<file path="src/u8u16_pkg.sv">
// ============================================================================
// u8u16_pkg
// Shared types and constants of the UTF-8 to UTF-16 transcoder.
// ============================================================================
`default_nettype none

package u8u16_pkg;

    // payload widths
    localparam int unsigned BYTE_W = 8;
    localparam int unsigned CP_W   = 21;
    localparam int unsigned LEN_W  = 2;

    // register port
    localparam int unsigned DATA_W    = 32;
    localparam int unsigned REG_IDX_W = 1;
    localparam int unsigned ADDR_W    = REG_IDX_W + 2;
    localparam logic [REG_IDX_W-1:0] REG_WIDE_UNIT_MODE = 1'b0;

    // unicode limits
    localparam logic [CP_W-1:0] CP_MAX    = 21'h10FFFF;
    localparam logic [CP_W-1:0] SURR_LO   = 21'h00D800;
    localparam logic [CP_W-1:0] SURR_HI   = 21'h00DFFF;
    localparam logic [CP_W-1:0] PLANE1    = 21'h010000;
    localparam logic [CP_W-1:0] FLOOR_2B  = 21'h000080;
    localparam logic [CP_W-1:0] FLOOR_3B  = 21'h000800;
    localparam logic [15:0]     HIGH_SURR_BASE = 16'hD800;
    localparam logic [15:0]     LOW_SURR_BASE  = 16'hDC00;

    // queue between decoder and unit stage
    localparam int unsigned QDEPTH = 4;
    localparam int unsigned QPTR_W = $clog2(QDEPTH);
    localparam int unsigned QCNT_W = $clog2(QDEPTH + 1);

    // one decoded code point, or the error mark at string end
    typedef struct packed {
        logic [CP_W-1:0] code_point;
        logic            last;
        logic            err;
    } entry_t;

    // queue status seen by both sides
    typedef struct packed {
        logic full;
        logic empty;
    } q_status_t;

    // range, overlong and surrogate check of a completed sequence
    function automatic logic value_ok(input logic [CP_W-1:0] v, input logic [LEN_W-1:0] conts);
        logic [CP_W-1:0] floor_v;
        case (conts)
            2'd1:    floor_v = FLOOR_2B;
            2'd2:    floor_v = FLOOR_3B;
            2'd3:    floor_v = PLANE1;
            default: floor_v = '0;
        endcase
        return (v >= floor_v) && (v <= CP_MAX) && !((v >= SURR_LO) && (v <= SURR_HI));
    endfunction

endpackage

`default_nettype wire

</file>
<file path="src/u8u16_in_if.sv">
// ============================================================================
// u8u16_in_if
// Byte channel: one UTF-8 byte per word with an end-of-string mark.
// ============================================================================
`default_nettype none

interface u8u16_in_if;

    logic                          valid;
    logic                          ready;
    logic [u8u16_pkg::BYTE_W-1:0]  byte_in;
    logic                          end_of_string;

    modport source (output valid, output byte_in, output end_of_string, input ready);
    modport sink   (input valid, input byte_in, input end_of_string, output ready);

endinterface

`default_nettype wire

</file>
<file path="src/u8u16_out_if.sv">
// ============================================================================
// u8u16_out_if
// Unit channel: one UTF-16 code unit or wide code point per word.
// ============================================================================
`default_nettype none

interface u8u16_out_if;

    logic                        valid;
    logic                        ready;
    logic [u8u16_pkg::CP_W-1:0]  code_unit;
    logic                        string_end;
    logic                        error;

    modport source (output valid, output code_unit, output string_end, output error,
                    input ready);
    modport sink   (input valid, input code_unit, input string_end, input error,
                    output ready);

endinterface

`default_nettype wire

</file>
<file path="src/u8u16_front.sv">
// ============================================================================
// u8u16_front
// Byte decoder: accepts one byte a cycle unless the queue is full, tracks the
// open sequence and queues each finished code point or string error.
// ============================================================================
`default_nettype none

module u8u16_front (
    input  wire logic                 clk,
    input  wire logic                 rst_n,
    u8u16_in_if.sink                  byte_ch,
    input  wire u8u16_pkg::q_status_t q_status,
    output logic                      push,
    output u8u16_pkg::entry_t         push_entry
);

    logic [u8u16_pkg::CP_W-1:0]  partial_reg, partial_next;
    logic [u8u16_pkg::LEN_W-1:0] remaining_reg, remaining_next;
    logic [u8u16_pkg::LEN_W-1:0] seqlen_reg, seqlen_next;
    logic                        err_reg, err_next;

    logic                        accept;
    logic                        done;
    logic [u8u16_pkg::CP_W-1:0]  cp;
    logic [u8u16_pkg::CP_W-1:0]  shifted;
    logic [7:0]                  b;

    assign byte_ch.ready = !q_status.full;
    assign accept        = byte_ch.valid && !q_status.full;
    assign b             = byte_ch.byte_in;
    assign shifted       = {partial_reg[u8u16_pkg::CP_W-7:0], b[5:0]};

    // decode step
    always_comb
    begin
        partial_next   = partial_reg;
        remaining_next = remaining_reg;
        seqlen_next    = seqlen_reg;
        err_next       = err_reg;
        done           = 1'b0;
        cp             = '0;
        push           = 1'b0;
        push_entry     = '0;
        if (accept)
        begin
            if (!err_reg)
            begin
                if (remaining_reg == 2'd0)
                begin
                    if (!b[7])
                    begin
                        cp   = {13'd0, b};
                        done = 1'b1;
                    end
                    else if (b[7:5] == 3'b110)
                    begin
                        partial_next   = {16'd0, b[4:0]};
                        remaining_next = 2'd1;
                        seqlen_next    = 2'd1;
                    end
                    else if (b[7:4] == 4'b1110)
                    begin
                        partial_next   = {17'd0, b[3:0]};
                        remaining_next = 2'd2;
                        seqlen_next    = 2'd2;
                    end
                    else if (b[7:3] == 5'b11110)
                    begin
                        partial_next   = {18'd0, b[2:0]};
                        remaining_next = 2'd3;
                        seqlen_next    = 2'd3;
                    end
                    else
                    begin
                        err_next = 1'b1;
                    end
                end
                else if (b[7:6] != 2'b10)
                begin
                    err_next = 1'b1;
                end
                else
                begin
                    partial_next   = shifted;
                    remaining_next = remaining_reg - 2'd1;
                    if (remaining_reg == 2'd1)
                    begin
                        if (u8u16_pkg::value_ok(shifted, seqlen_reg))
                        begin
                            cp   = shifted;
                            done = 1'b1;
                        end
                        else
                        begin
                            err_next = 1'b1;
                        end
                        partial_next = '0;
                        seqlen_next  = '0;
                    end
                end
            end

            // string end reports the error, else a finished code point leaves
            if (byte_ch.end_of_string && (err_next || remaining_next != 2'd0))
            begin
                push                  = 1'b1;
                push_entry.code_point = '0;
                push_entry.last       = 1'b1;
                push_entry.err        = 1'b1;
            end
            else if (done)
            begin
                push                  = 1'b1;
                push_entry.code_point = cp;
                push_entry.last       = byte_ch.end_of_string;
                push_entry.err        = 1'b0;
            end

            if (byte_ch.end_of_string)
            begin
                partial_next   = '0;
                remaining_next = '0;
                seqlen_next    = '0;
                err_next       = 1'b0;
            end
        end
    end

    // sequence state
    always_ff @(posedge clk or negedge rst_n)
    begin
        if (!rst_n)
        begin
            partial_reg   <= '0;
            remaining_reg <= '0;
            seqlen_reg    <= '0;
            err_reg       <= 1'b0;
        end
        else
        begin
            partial_reg   <= partial_next;
            remaining_reg <= remaining_next;
            seqlen_reg    <= seqlen_next;
            err_reg       <= err_next;
        end
    end

`ifndef SYNTHESIS
    // string end leaves the decoder clean for the next string
    assert property (@(posedge clk) disable iff (!rst_n)
        accept && byte_ch.end_of_string |=> remaining_reg == 2'd0 && seqlen_reg == 2'd0
            && !err_reg && partial_reg == '0)
        else $error("decoder state not cleared after string end");

    // continuation count never exceeds the sequence length
    assert property (@(posedge clk) disable iff (!rst_n)
        remaining_reg <= seqlen_reg)
        else $error("continuation count above sequence length");
`endif

endmodule

`default_nettype wire

</file>
<file path="src/u8u16_fifo.sv">
// ============================================================================
// u8u16_fifo
// Short queue of decoded entries between the decoder and the unit stage.
// ============================================================================
`default_nettype none

module u8u16_fifo (
    input  wire logic                  clk,
    input  wire logic                  rst_n,
    input  wire logic                  push,
    input  wire u8u16_pkg::entry_t     push_entry,
    input  wire logic                  pop,
    output u8u16_pkg::entry_t          head,
    output u8u16_pkg::q_status_t       q_status
);

    u8u16_pkg::entry_t             slot_reg [u8u16_pkg::QDEPTH];
    logic [u8u16_pkg::QPTR_W-1:0]  wr_ptr_reg, rd_ptr_reg;
    logic [u8u16_pkg::QCNT_W-1:0]  count_reg, count_next;
    logic                          do_push, do_pop;

    assign q_status.full  = (count_reg == u8u16_pkg::QCNT_W'(u8u16_pkg::QDEPTH));
    assign q_status.empty = (count_reg == '0);
    assign do_push        = push && !q_status.full;
    assign do_pop         = pop && !q_status.empty;
    assign head           = slot_reg[rd_ptr_reg];

    // occupancy
    always_comb
    begin
        count_next = count_reg;
        if (do_push && !do_pop)
        begin
            count_next = count_reg + 1'b1;
        end
        else if (do_pop && !do_push)
        begin
            count_next = count_reg - 1'b1;
        end
    end

    // pointers and count
    always_ff @(posedge clk or negedge rst_n)
    begin
        if (!rst_n)
        begin
            wr_ptr_reg <= '0;
            rd_ptr_reg <= '0;
            count_reg  <= '0;
        end
        else
        begin
            count_reg <= count_next;
            if (do_push)
            begin
                wr_ptr_reg <= wr_ptr_reg + 1'b1;
            end
            if (do_pop)
            begin
                rd_ptr_reg <= rd_ptr_reg + 1'b1;
            end
        end
    end

    // entry storage
    always_ff @(posedge clk)
    begin
        if (do_push)
        begin
            slot_reg[wr_ptr_reg] <= push_entry;
        end
    end

`ifndef SYNTHESIS
    // occupancy never exceeds the depth
    assert property (@(posedge clk) disable iff (!rst_n)
        count_reg <= u8u16_pkg::QCNT_W'(u8u16_pkg::QDEPTH))
        else $error("queue count above depth");
`endif

endmodule

`default_nettype wire

</file>
<file path="src/u8u16_back.sv">
// ============================================================================
// u8u16_back
// Unit stage: turns queued code points into UTF-16 units or wide units,
// splitting supplementary code points into surrogate pairs.
// ============================================================================
`default_nettype none

module u8u16_back (
    input  wire logic                  clk,
    input  wire logic                  rst_n,
    input  wire logic                  wide_unit_mode,
    input  wire u8u16_pkg::entry_t     head,
    input  wire u8u16_pkg::q_status_t  q_status,
    output logic                       pop,
    u8u16_out_if.source                unit_ch
);

    logic                        out_valid_reg, out_valid_next;
    logic [u8u16_pkg::CP_W-1:0]  out_unit_reg, out_unit_next;
    logic                        out_end_reg, out_end_next;
    logic                        out_err_reg, out_err_next;
    logic                        phase_reg, phase_next;

    logic                        load;
    logic                        pair;
    logic [u8u16_pkg::CP_W-1:0]  offset;
    logic [u8u16_pkg::CP_W-1:0]  hi_unit, lo_unit;

    assign load    = !out_valid_reg || unit_ch.ready;
    assign pair    = !wide_unit_mode && !head.err && (head.code_point[20:16] != 5'd0);
    assign offset  = head.code_point - u8u16_pkg::PLANE1;
    assign hi_unit = {5'd0, u8u16_pkg::HIGH_SURR_BASE | {6'd0, offset[19:10]}};
    assign lo_unit = {5'd0, u8u16_pkg::LOW_SURR_BASE | {6'd0, offset[9:0]}};
    assign pop     = load && !q_status.empty && (!pair || phase_reg);

    // next output word
    always_comb
    begin
        out_valid_next = out_valid_reg;
        out_unit_next  = out_unit_reg;
        out_end_next   = out_end_reg;
        out_err_next   = out_err_reg;
        phase_next     = phase_reg;
        if (load)
        begin
            out_valid_next = !q_status.empty;
            if (!q_status.empty)
            begin
                out_err_next = head.err;
                if (pair)
                begin
                    out_unit_next = phase_reg ? lo_unit : hi_unit;
                    out_end_next  = head.last && phase_reg;
                    phase_next    = !phase_reg;
                end
                else
                begin
                    out_unit_next = head.code_point;
                    out_end_next  = head.last;
                    phase_next    = 1'b0;
                end
            end
        end
    end

    // control registers
    always_ff @(posedge clk or negedge rst_n)
    begin
        if (!rst_n)
        begin
            out_valid_reg <= 1'b0;
            phase_reg     <= 1'b0;
        end
        else
        begin
            out_valid_reg <= out_valid_next;
            phase_reg     <= phase_next;
        end
    end

    // output word
    always_ff @(posedge clk)
    begin
        out_unit_reg <= out_unit_next;
        out_end_reg  <= out_end_next;
        out_err_reg  <= out_err_next;
    end

    assign unit_ch.valid      = out_valid_reg;
    assign unit_ch.code_unit  = out_unit_reg;
    assign unit_ch.string_end = out_end_reg;
    assign unit_ch.error      = out_err_reg;

`ifndef SYNTHESIS
    // an error word closes its string and carries no unit
    assert property (@(posedge clk) disable iff (!rst_n)
        out_valid_reg && out_err_reg |-> out_end_reg && out_unit_reg == '0)
        else $error("error word without string end or with nonzero unit");

    // the second half of a pair always has its entry still queued
    assert property (@(posedge clk) disable iff (!rst_n)
        phase_reg |-> !q_status.empty)
        else $error("low surrogate pending with empty queue");
`endif

endmodule

`default_nettype wire

</file>
<file path="src/utf8_to_utf16_transcoder_core.sv">
// ============================================================================
// utf8_to_utf16_transcoder_core
// UTF-8 to UTF-16 / wide transcoder: decoder, entry queue, unit stage and
// register port.
// ============================================================================
//
//  channel   dir  words              payload
//  byte_ch   in   one byte           byte_in[7:0], end_of_string
//  unit_ch   out  one code unit      code_unit[20:0], string_end, error
//  apb       in   register access    wide_unit_mode at byte address 0
//
//  One byte is taken every cycle while the four-entry queue has room; a byte
//  reaches unit_ch through the queue slot and then the output register.
//  The unit stage sends one word a cycle unless unit_ch stalls; a surrogate
//  pair is sent as two words. Reset clears the control state at once, there
//  is no clearing pass; queue slots and the output word are not reset.
//  A stall on unit_ch fills the queue and then holds byte_ch.ready low.
`default_nettype none

module utf8_to_utf16_transcoder_core (
    input  wire logic                             clk,
    input  wire logic                             rst_n,
    u8u16_in_if.sink                              byte_ch,
    u8u16_out_if.source                           unit_ch,
    input  wire logic                             psel,
    input  wire logic                             penable,
    input  wire logic                             pwrite,
    input  wire logic [u8u16_pkg::ADDR_W-1:0]     paddr,
    input  wire logic [u8u16_pkg::DATA_W-1:0]     pwdata,
    output logic      [u8u16_pkg::DATA_W-1:0]     prdata,
    output logic                                  pready
);

    logic                  wide_mode_reg;
    logic                  reg_hit;
    logic                  push;
    logic                  pop;
    u8u16_pkg::entry_t     push_entry;
    u8u16_pkg::entry_t     head;
    u8u16_pkg::q_status_t  q_status;

    // register port
    assign pready  = 1'b1;
    assign reg_hit = (paddr[u8u16_pkg::ADDR_W-1:2] == u8u16_pkg::REG_WIDE_UNIT_MODE);
    assign prdata  = reg_hit ? {{(u8u16_pkg::DATA_W-1){1'b0}}, wide_mode_reg} : '0;

    always_ff @(posedge clk or negedge rst_n)
    begin
        if (!rst_n)
        begin
            wide_mode_reg <= 1'b0;
        end
        else if (psel && penable && pwrite && reg_hit)
        begin
            wide_mode_reg <= pwdata[0];
        end
    end

    // decoder
    u8u16_front u_front (
        .clk        (clk),
        .rst_n      (rst_n),
        .byte_ch    (byte_ch),
        .q_status   (q_status),
        .push       (push),
        .push_entry (push_entry)
    );

    // entry queue
    u8u16_fifo u_fifo (
        .clk        (clk),
        .rst_n      (rst_n),
        .push       (push),
        .push_entry (push_entry),
        .pop        (pop),
        .head       (head),
        .q_status   (q_status)
    );

    // unit stage
    u8u16_back u_back (
        .clk            (clk),
        .rst_n          (rst_n),
        .wide_unit_mode (wide_mode_reg),
        .head           (head),
        .q_status       (q_status),
        .pop            (pop),
        .unit_ch        (unit_ch)
    );

endmodule

`default_nettype wire

</file>
<file path="src/flat_wrapper.sv">
// flat-port wrapper written by rule: the top's interface ports become plain ports
module utf8_to_utf16_transcoder_core_flat 
  (clk, rst_n, psel, penable, pwrite, paddr, pwdata, prdata, pready, byte_ch_valid, byte_ch_byte_in, byte_ch_end_of_string, byte_ch_ready, unit_ch_valid, unit_ch_code_unit, unit_ch_string_end, unit_ch_error, unit_ch_ready);
  u8u16_in_if byte_ch_i ();
  u8u16_out_if unit_ch_i ();
  input  wire logic clk;
  input  wire logic rst_n;
  input  wire logic psel;
  input  wire logic penable;
  input  wire logic pwrite;
  input  wire logic [u8u16_pkg::ADDR_W-1:0] paddr;
  input  wire logic [u8u16_pkg::DATA_W-1:0] pwdata;
  output logic      [u8u16_pkg::DATA_W-1:0] prdata;
  output logic pready;
  input wire logic [$bits(byte_ch_i.valid)-1:0] byte_ch_valid;
  input wire logic [$bits(byte_ch_i.byte_in)-1:0] byte_ch_byte_in;
  input wire logic [$bits(byte_ch_i.end_of_string)-1:0] byte_ch_end_of_string;
  output wire logic [$bits(byte_ch_i.ready)-1:0] byte_ch_ready;
  output wire logic [$bits(unit_ch_i.valid)-1:0] unit_ch_valid;
  output wire logic [$bits(unit_ch_i.code_unit)-1:0] unit_ch_code_unit;
  output wire logic [$bits(unit_ch_i.string_end)-1:0] unit_ch_string_end;
  output wire logic [$bits(unit_ch_i.error)-1:0] unit_ch_error;
  input wire logic [$bits(unit_ch_i.ready)-1:0] unit_ch_ready;
  assign byte_ch_i.valid = byte_ch_valid;
  assign byte_ch_i.byte_in = byte_ch_byte_in;
  assign byte_ch_i.end_of_string = byte_ch_end_of_string;
  assign byte_ch_ready = byte_ch_i.ready;
  assign unit_ch_valid = unit_ch_i.valid;
  assign unit_ch_code_unit = unit_ch_i.code_unit;
  assign unit_ch_string_end = unit_ch_i.string_end;
  assign unit_ch_error = unit_ch_i.error;
  assign unit_ch_i.ready = unit_ch_ready;
  utf8_to_utf16_transcoder_core u_core (.clk(clk), .rst_n(rst_n), .byte_ch(byte_ch_i), .unit_ch(unit_ch_i), .psel(psel), .penable(penable), .pwrite(pwrite), .paddr(paddr), .pwdata(pwdata), .prdata(prdata), .pready(pready));
endmodule
</file>
<file path="config.mk">
export PLATFORM = sky130hd
export DESIGN_NAME = utf8_to_utf16_transcoder_core_flat
export DESIGN_NICKNAME = d
export VERILOG_FILES = /design/src/u8u16_pkg.sv /design/src/u8u16_in_if.sv /design/src/u8u16_out_if.sv /design/src/u8u16_front.sv /design/src/u8u16_fifo.sv /design/src/u8u16_back.sv /design/src/utf8_to_utf16_transcoder_core.sv /design/src/flat_wrapper.sv
export SDC_FILE = /design/constraint.sdc
export NUM_CORES = 1
export LEC_CHECK = 0
export ABC_AREA = 1
export BUFFER_PORTS_ARGS = -buffer_cell sky130_fd_sc_hd__buf_2
export CAP_MARGIN = 20
export CORE_UTILIZATION = 57
export CTS_CLUSTER_DIAMETER = 200
export CTS_CLUSTER_SIZE = 8
export DETAILED_ROUTE_END_ITERATION = 10
export PLACE_DENSITY_LB_ADDON = 0.3
export SETUP_SLACK_MARGIN = 0.2
export SLEW_MARGIN = 40
export SYNTH_ARGS = -nofsm -noshare
export SYNTH_HDL_FRONTEND = slang
export SYNTH_SLANG_ARGS = --single-unit
</file>
<file path="constraint.sdc">
create_clock -name clk -period 5 [get_ports clk]
set_clock_uncertainty 0.15 [all_clocks]
set_input_delay 1 -clock clk [delete_from_list [all_inputs] [get_ports clk]]
set_output_delay 1 -clock clk [all_outputs]
set_load 0.02 [all_outputs]
</file>
* Yosys cells after proc, flatten, opt, wreduce, memory -nomap -nowiden
Memories as Yosys holds them, arrays and structs flattened.
Index checks and enable logic that the tools add are counted.
** Operators by class
- Add/sub/neg operators :: 6
- Magnitude comparators :: 4
- Equality and inequality tests :: 13
- Mux-type cells :: 72
- Bitwise gates (word level) :: 2
- Reduce and logical (&&, ||, !) cells :: 39
** Operators by type and width (count)
- 2-to-1 mux 21 bit :: 11
- 2-to-1 mux 15 bit :: 9
- 2-to-1 mux 23 bit :: 3
- one-hot mux 17 bit (3 select lines) :: 1
- 2-to-1 mux 2 bit :: 18
- 2-to-1 mux 1 bit :: 26
- >= comparator 21 x 16 -> 1 bit (second input constant) :: 1
- >= comparator 21 bit :: 1
- less-or-equal comparator 21 x 16 -> 1 bit (second input constant) :: 1
- less-or-equal comparator 21 bit (second input constant) :: 1
- subtractor 20 x 17 -> 20 bit (second input constant) :: 1
- logical AND 1 bit :: 17
- 2-to-1 mux 11 bit :: 1
- logical NOT 1 bit :: 10
- 2-to-1 mux 7 bit :: 1
- equality test 3 bit (second input constant) :: 2
- 2-to-1 mux 3 bit :: 2
- != test 3 bit (second input constant) :: 2
- AND reduction 6 bit :: 1
- equality test 5 bit (second input constant) :: 1
- != test 5 x 2 -> 1 bit (second input constant) :: 1
- AND reduction 5 bit :: 1
- nonzero test 5 bit :: 1
- adder 2 x 1 -> 2 bit (second input constant) :: 2
- other kinds (14) :: 21
** Storage, ports and cells
- Register bits :: 53
- Bits in writable memories :: 92
- Input port bits :: 51
- Word-level logic and storage cells :: 150
- Memories :: 1
** Memory list
- u_core.u_fifo.slot_reg :: words 4, width 23, read ports 1, clocked after memory_dff 0, wr ports 1, RTL line u8u16_fifo.sv:17 : u8u16_pkg::entry_t slot_reg [u8u16_pkg::QDEPTH];

* Depth between registers and ports, before layout
- Depth in word-level cells :: 25
- Depth in mapped cells :: 21
- Mapped depth without buffers :: 21

* Modules after synthesis
A second synthesis with hierarchy kept.
** Unflattened totals
- Cell total of the unflattened synthesis :: 735
- Area, all modules :: 7285.7 µm²
** Modules (own cells, without submodules)
- u8u16_fifo :: instances 1, cells each 330, area an instance 4126.5 µm²
- u8u16_front :: instances 1, cells each 255, area an instance 1689.1 µm²
- u8u16_back :: instances 1, cells each 105, area an instance 1156.1 µm²
- utf8_to_utf16_transcoder_core :: instances 1, cells each 45, area an instance 314.1 µm²

* Worst setup path after synthesis
OpenSTA, ideal clock, no wires.
- Path type :: input port to flip-flop
- Start :: input port byte_ch_byte_in[3]
- End :: memory u_core.u_fifo.slot_reg[0][0] in the netlist's numbering (enable)
- Data arrival time :: 3553 ps
- Slack :: 859 ps
- Stages on the path :: 9
- Path through :: nor2_1 > nand2_1 > nor2_1 > nand3_1 > nand3_2 > nand4_1 > o21ai_2 > nand2_1 > a21boi_0
** Between the ends
- Cells in the longest elaborated chain, start to end :: 17
** RTL lines
- from (decl) :: RTL line flat_wrapper.sv:16 : input wire logic [$bits(byte_ch_i.byte_in)-1:0] byte_ch_byte_in;
- >= comparator 21 x 16 -> 1 bit / less-or-equal comparator 21 x 16 -> 1 bit (equally long branches) :: RTL line u8u16_pkg.sv:57 : return (v >= floor_v) && (v <= CP_MAX) && !((v >= SURR_LO) && (v <= SURR_HI));
- logical AND 1 bit :: RTL line u8u16_pkg.sv:57
- logical NOT 1 bit :: RTL line u8u16_pkg.sv:57
- logical AND 1 bit :: RTL line u8u16_pkg.sv:57
- 2-to-1 mux 1 bit :: RTL line u8u16_front.sv:88 : if (u8u16_pkg::value_ok(shifted, seqlen_reg))
- 2-to-1 mux 1 bit :: RTL line u8u16_front.sv:86 : if (remaining_reg == 2'd1)
- 2-to-1 mux 1 bit :: RTL line u8u16_front.sv:78 : else if (b[7:6] != 2'b10)
- 2-to-1 mux 1 bit :: RTL line u8u16_front.sv:48 : if (remaining_reg == 2'd0)
- 2-to-1 mux 1 bit :: RTL line u8u16_front.sv:46 : if (!err_reg)
- 2-to-1 mux 1 bit :: RTL line u8u16_front.sv:44 : if (accept)
- logical OR 1 bit :: RTL line u8u16_front.sv:104 : if (byte_ch.end_of_string && (err_next || remaining_next != 2'd0))
- logical AND 1 bit :: RTL line u8u16_front.sv:104
- 2-to-1 mux 1 bit * :: RTL line u8u16_front.sv:104
- 2-to-1 mux 1 bit * :: RTL line u8u16_front.sv:44
- logical AND 1 bit * :: RTL line u8u16_fifo.sv:24 : assign do_push = push && !q_status.full;
- 2-to-1 mux 1 bit * :: RTL line u8u16_fifo.sv:68 : if (do_push)
- 2-to-1 mux 1 bit (implied by the code) * :: RTL line u8u16_fifo.sv:70 : slot_reg[wr_ptr_reg] <= push_entry;
- to (decl) :: RTL line u8u16_fifo.sv:17
Every way passes the cells marked *; elsewhere a longest branch is shown, timed or not. The select of a mux whose other input is x is not followed.

* Worst setup path after layout
- Start :: register u_core.u_fifo.rd_ptr_reg[1] in the netlist's numbering
- End :: register u_core.u_fifo.count_reg[2] in the netlist's numbering
** Between the ends
- Cells in the longest elaborated chain, start to end :: 11
** RTL lines
- from (decl) :: RTL line u8u16_fifo.sv:18 : logic [u8u16_pkg::QPTR_W-1:0] wr_ptr_reg, rd_ptr_reg;
- from (signal assigned) :: RTL line u8u16_fifo.sv:60 : rd_ptr_reg <= rd_ptr_reg + 1'b1;
- memory (4 x 23 bit) *
- branches (longest 2 deep; another with nonzero test 5 bit)
- logical AND 1 bit * :: RTL line u8u16_back.sv:30 : assign pair = !wide_unit_mode && !head.err && (head.code_point[20:16] != 5'd0);
- logical NOT 1 bit * :: RTL line u8u16_back.sv:34 : assign pop = load && !q_status.empty && (!pair || phase_reg);
- logical OR 1 bit * :: RTL line u8u16_back.sv:34
- logical AND 1 bit * :: RTL line u8u16_back.sv:34
- logical AND 1 bit * :: RTL line u8u16_fifo.sv:25 : assign do_pop = pop && !q_status.empty;
- logical NOT 1 bit :: RTL line u8u16_fifo.sv:32 : if (do_push && !do_pop)
- logical AND 1 bit :: RTL line u8u16_fifo.sv:32
- 2-to-1 mux 3 bit / nonzero test 2 bit (equally long branches)
- to (signal assigned) :: RTL line u8u16_fifo.sv:53 : count_reg <= count_next;
- to (decl) :: RTL line u8u16_fifo.sv:19 : logic [u8u16_pkg::QCNT_W-1:0] count_reg, count_next;
Mark *: on every way between the ends.
A chain may end at the register's enable or synchronous reset.

==> out/qor.csv <==
stage,metric,value,unit
cells_and_area,fill cell total of the finished layout,850,
timing,RSZ-0062 raised after global routing,false,
cells_and_area,share of cells above drive strength 1,17.6,%
global_routing,first-pass GRT wire length,21.9,mm
yosys,Synth area leaders,"edfxtp_1 (50%), dfrtp_1 (11%), nand2_1 (6.0%), nor2_1 (4.1%), buf_4 (3.5%)",
timing,max_slew headroom,58.9,%
cells_and_area,Synth-to-Final Area Change,13.0,%
drt,drt pass-1 iters,8,
timing,final period demand of the worst path,3750,ps
pwr,Flop pwr share,37.6,%
clocking,H-tree depth,4,
critical_path,crit path from,u_core.u_fifo.rd_ptr_reg[1],
critical_path,r2r setup slk,1250,ps
clocking,clk buf depth,2,
place,Placement Cell Area,7150,um^2
critical_path,RR Endpoint,u_core.u_fifo.count_reg[2],
floorplanning,die width,112,um
clocking,Post-CTS Setup Inserts,0,
drt,vias,4584,
cells_and_area,nets,743,
yosys,Mapped Area,6840,um^2
pwr,Comb pwr share,37.8,%
critical_path,endpoint class of the critical path,register,
yosys,ys async rst share,20.7,%
place,GPL Wtd Cong,0.867,
timing,"Hold Violations, Final",0,
critical_path,"slowest stage cell, crit path",inv_1,
yosys,compound-cell area share of the yosys netlist,10.2,%
timing,Final setup viols,0,
run_status,outcome,finished with violations,
pwr,Max VDD drop,0.269,mV
run_status,failing checks,design-rule violations,
clocking,clock slew at reported path FFs,60,ps
drt,Post-DRT Antenna Nets,0,
pwr,switch share,37.1,%
drt,Routed WL per cell,16.0,um
drt,final WL,13.4,mm
yosys,count of state elements after synthesis,145,
cells_and_area,fin area,7730,um^2
critical_path,critical path required time,5140,ps
cells_and_area,final cell utilization of the core,66.9,%
global_routing,antenna violations before repair,0,
clocking,CTS tree,built,
pwr,Sw Pwr,0.00186,W
yosys,yosys warns,0,
yosys,Synth Area in Simple Gates,17.0,%
flow_run,max-cap violations,0,
yosys,sequential fraction of the synthesis area,61.4,%
pwr,static leakage,3.12,nW
yosys,largest family of logic cells by synthesized area,simple AND/OR/NAND/NOR gates,
timing,Tcrit/Tclk final,75.1,%
clocking,CTS sink cnt,145,
drt,DRT iter0 DRCs,337,
clocking,post-CTS sizing,0,
critical_path,WP data arrival,3900,ps
floorplanning,initial core utilization,59.2,%
critical_path,Crit Path Max Fanout,19,
cells_and_area,"commonest non-fill, non-tap cells in the layout","edfxtp_1 (115), nand2_1 (110), nor2_1 (74), o21ai_0 (45), buf_2 (42)",
yosys,post-synthesis mux area share,0.165,%
timing,setup TNS,0,ps
place,HPWL after DPL,9.08,mm
yosys,synthesized instance count,631,
clocking,worst-skew pair later-pin latency,420,ps
min_path,Hold Crit Class,input pin to asynchronous set/reset pin,
floorplanning,die span in y,112,um
clocking,Inserted Clock Buffers,17,
timing,final hold slack,373,ps
floorplanning,IO Count,109,
pwr,Clock Power Share,24.6,%
clocking,CTS Hold Bufs,0,
yosys,dominant synthesized flop cell,edfxtp_1,
timing,Max Slew Vio Count,0,
global_routing,number of global-route vias before repair,4347,
drt,DRC viols,3,
critical_path,worst reg-to-reg path cell count,16,
floorplanning,total core area,11600,um^2
timing,FMAX,266,MHz
cells_and_area,ANT cells,0,
floorplanning,Die Area,12400,um^2
drt,Vias/cell,5.49,
pwr,Internal,0.00316,W
cells_and_area,"most common cell after layout, fill and taps aside",edfxtp_1,
yosys,Post-Synth XOR/XNOR Area,0.640,%
yosys,Synth top area share,50.5,%
yosys,Avg Inst Size Synth,10.8,um^2
global_routing,largest net degree at the start of global routing,31,
timing,Slew @ Worst Pin,616,ps
critical_path,"slowest stage delay, CP",460,ps
clocking,root buf cell,clkbuf_16,
floorplanning,# rows,39,
yosys,Cell variety after synth,47,
critical_path,Worst Setup Start Kind,register,
yosys,cell taking the most area after synthesis,edfxtp_1,
critical_path,Reg2Reg Launch Point,u_core.u_fifo.rd_ptr_reg[1],
critical_path,"Critical Path, Cell by Cell",inv_1 -> buf_4 -> a21oi_1 -> a32o_1 -> ha_1 -> nand4_2 -> nand2_4 -> nor2_8 -> inv_4 -> nand2_4 -> ha_1 -> inv_1 -> fa_1 -> a21oi_1 -> o21ai_0 -> xor2_1,
yosys,Synth Area in Adders,2.30,%
place,IO Port Bufs,43,
pwr,power density cells,650,nW/um^2
global_routing,GRT Residual Overflow,0,
yosys,Post-synth EDFFs,115,
cells_and_area,max reg flops,92,
critical_path,WS Path Type,register to register,
global_routing,GRT Total Usage,23.6,%
-- critical path, delay by kind of cell, from the launching register on --
kind | cells | cell delay, ps
AOI/OAI and AO/OA | 4 | 620
xor gates and xnor gates | 1 | 150
adders and majority gates | 3 | 820
buffers and inverters | 4 | 920
DFF | 1 | 380
and+or+nand+nor | 4 | 570
-- metrics by stage --
| step | setup slack (ps) | std cells | total power, W |
|---|---|---|---|
| after floorplan | 859 | 661 | 0.00329 |
| after global placement | 1280 | 801 | 0.00369 |
| after detailed placement | 1140 | 804 | 0.00379 |
| after CTS | 1220 | 835 | 0.00504 |
| after global routing | 941 | 835 | 0.00534 |
| final | 1250 | 835 | 0.00503 |
-- cell families after synthesis --
group,after synthesis
AO/OA/AOI/OAI,114
XOR/XNOR,5
adder cells (fa/ha/maj),12
buffers and inverters,101
flip-flops,145
multiplexers,1
other,2
AND/OR/NAND/NOR,251
-- routing by layer --
metal	track usage, %	up-vias	part of all wire [%]
met1	31.0	2195	44
li1	-	2210	-
met2	38.2	160	49
met5	0	-	0
met3	5.66	19	5.9
met4	9.19	0	1.9
-- how the worst max path moves through the flow --
stage / cells after the start / endpoint
finish: 16 / u_core.u_fifo.count_reg[2]
global route: 16 / u_core.u_fifo.count_reg[2]
CTS: 16 / u_core.u_fifo.count_reg[2]
detailed placement: 16 / u_core.u_fifo.count_reg[2]
global placement: 16 / u_core.u_fifo.count_reg[2]
floorplan: 9 / u_core.u_fifo.slot_reg[0][0]
-- Yosys cell counts (all sizes together), types with 2 or more instances --
library cell  count
a32o              9
a21oi            22
a21boi            4
o21a              8
xnor2             4
dfrtp            30
edfxtp          115
conb              2
nand4             6
buf              48
ha               11
nand2           117
nor3              4
nand3            34
o22ai            10
a31oi             3
inv              47
o31ai             2
clkbuf            5
o21ai            54
nor2             88
-- power by group through the flow --
stage | Sequential, W | Combinational [W] | Clock (W)
final | 0.00189 | 0.00190 | 0.00124
after global routing | 0.00192 | 0.00211 | 0.00131
after CTS | 0.00189 | 0.00190 | 0.00125
after detailed placement | 0.00191 | 0.00188 | 0
after global placement | 0.00190 | 0.00179 | 0
after floorplan | 0.00203 | 0.00126 | 0
-- layout make-up --
class	instances	area, um^2	share of cell area, %
Timing Repair Buffer	54	348	4.50
Sequential cell	145	4200	54.4
Clock buffer	24	462	5.97
Tap cell	143	179	2.31
Clock inverter	7	111	1.44
Multi-Input combinational cell	415	2250	29.0
Inverter	47	181	2.35
No activity file was read; power rests on OpenSTA's default activity.
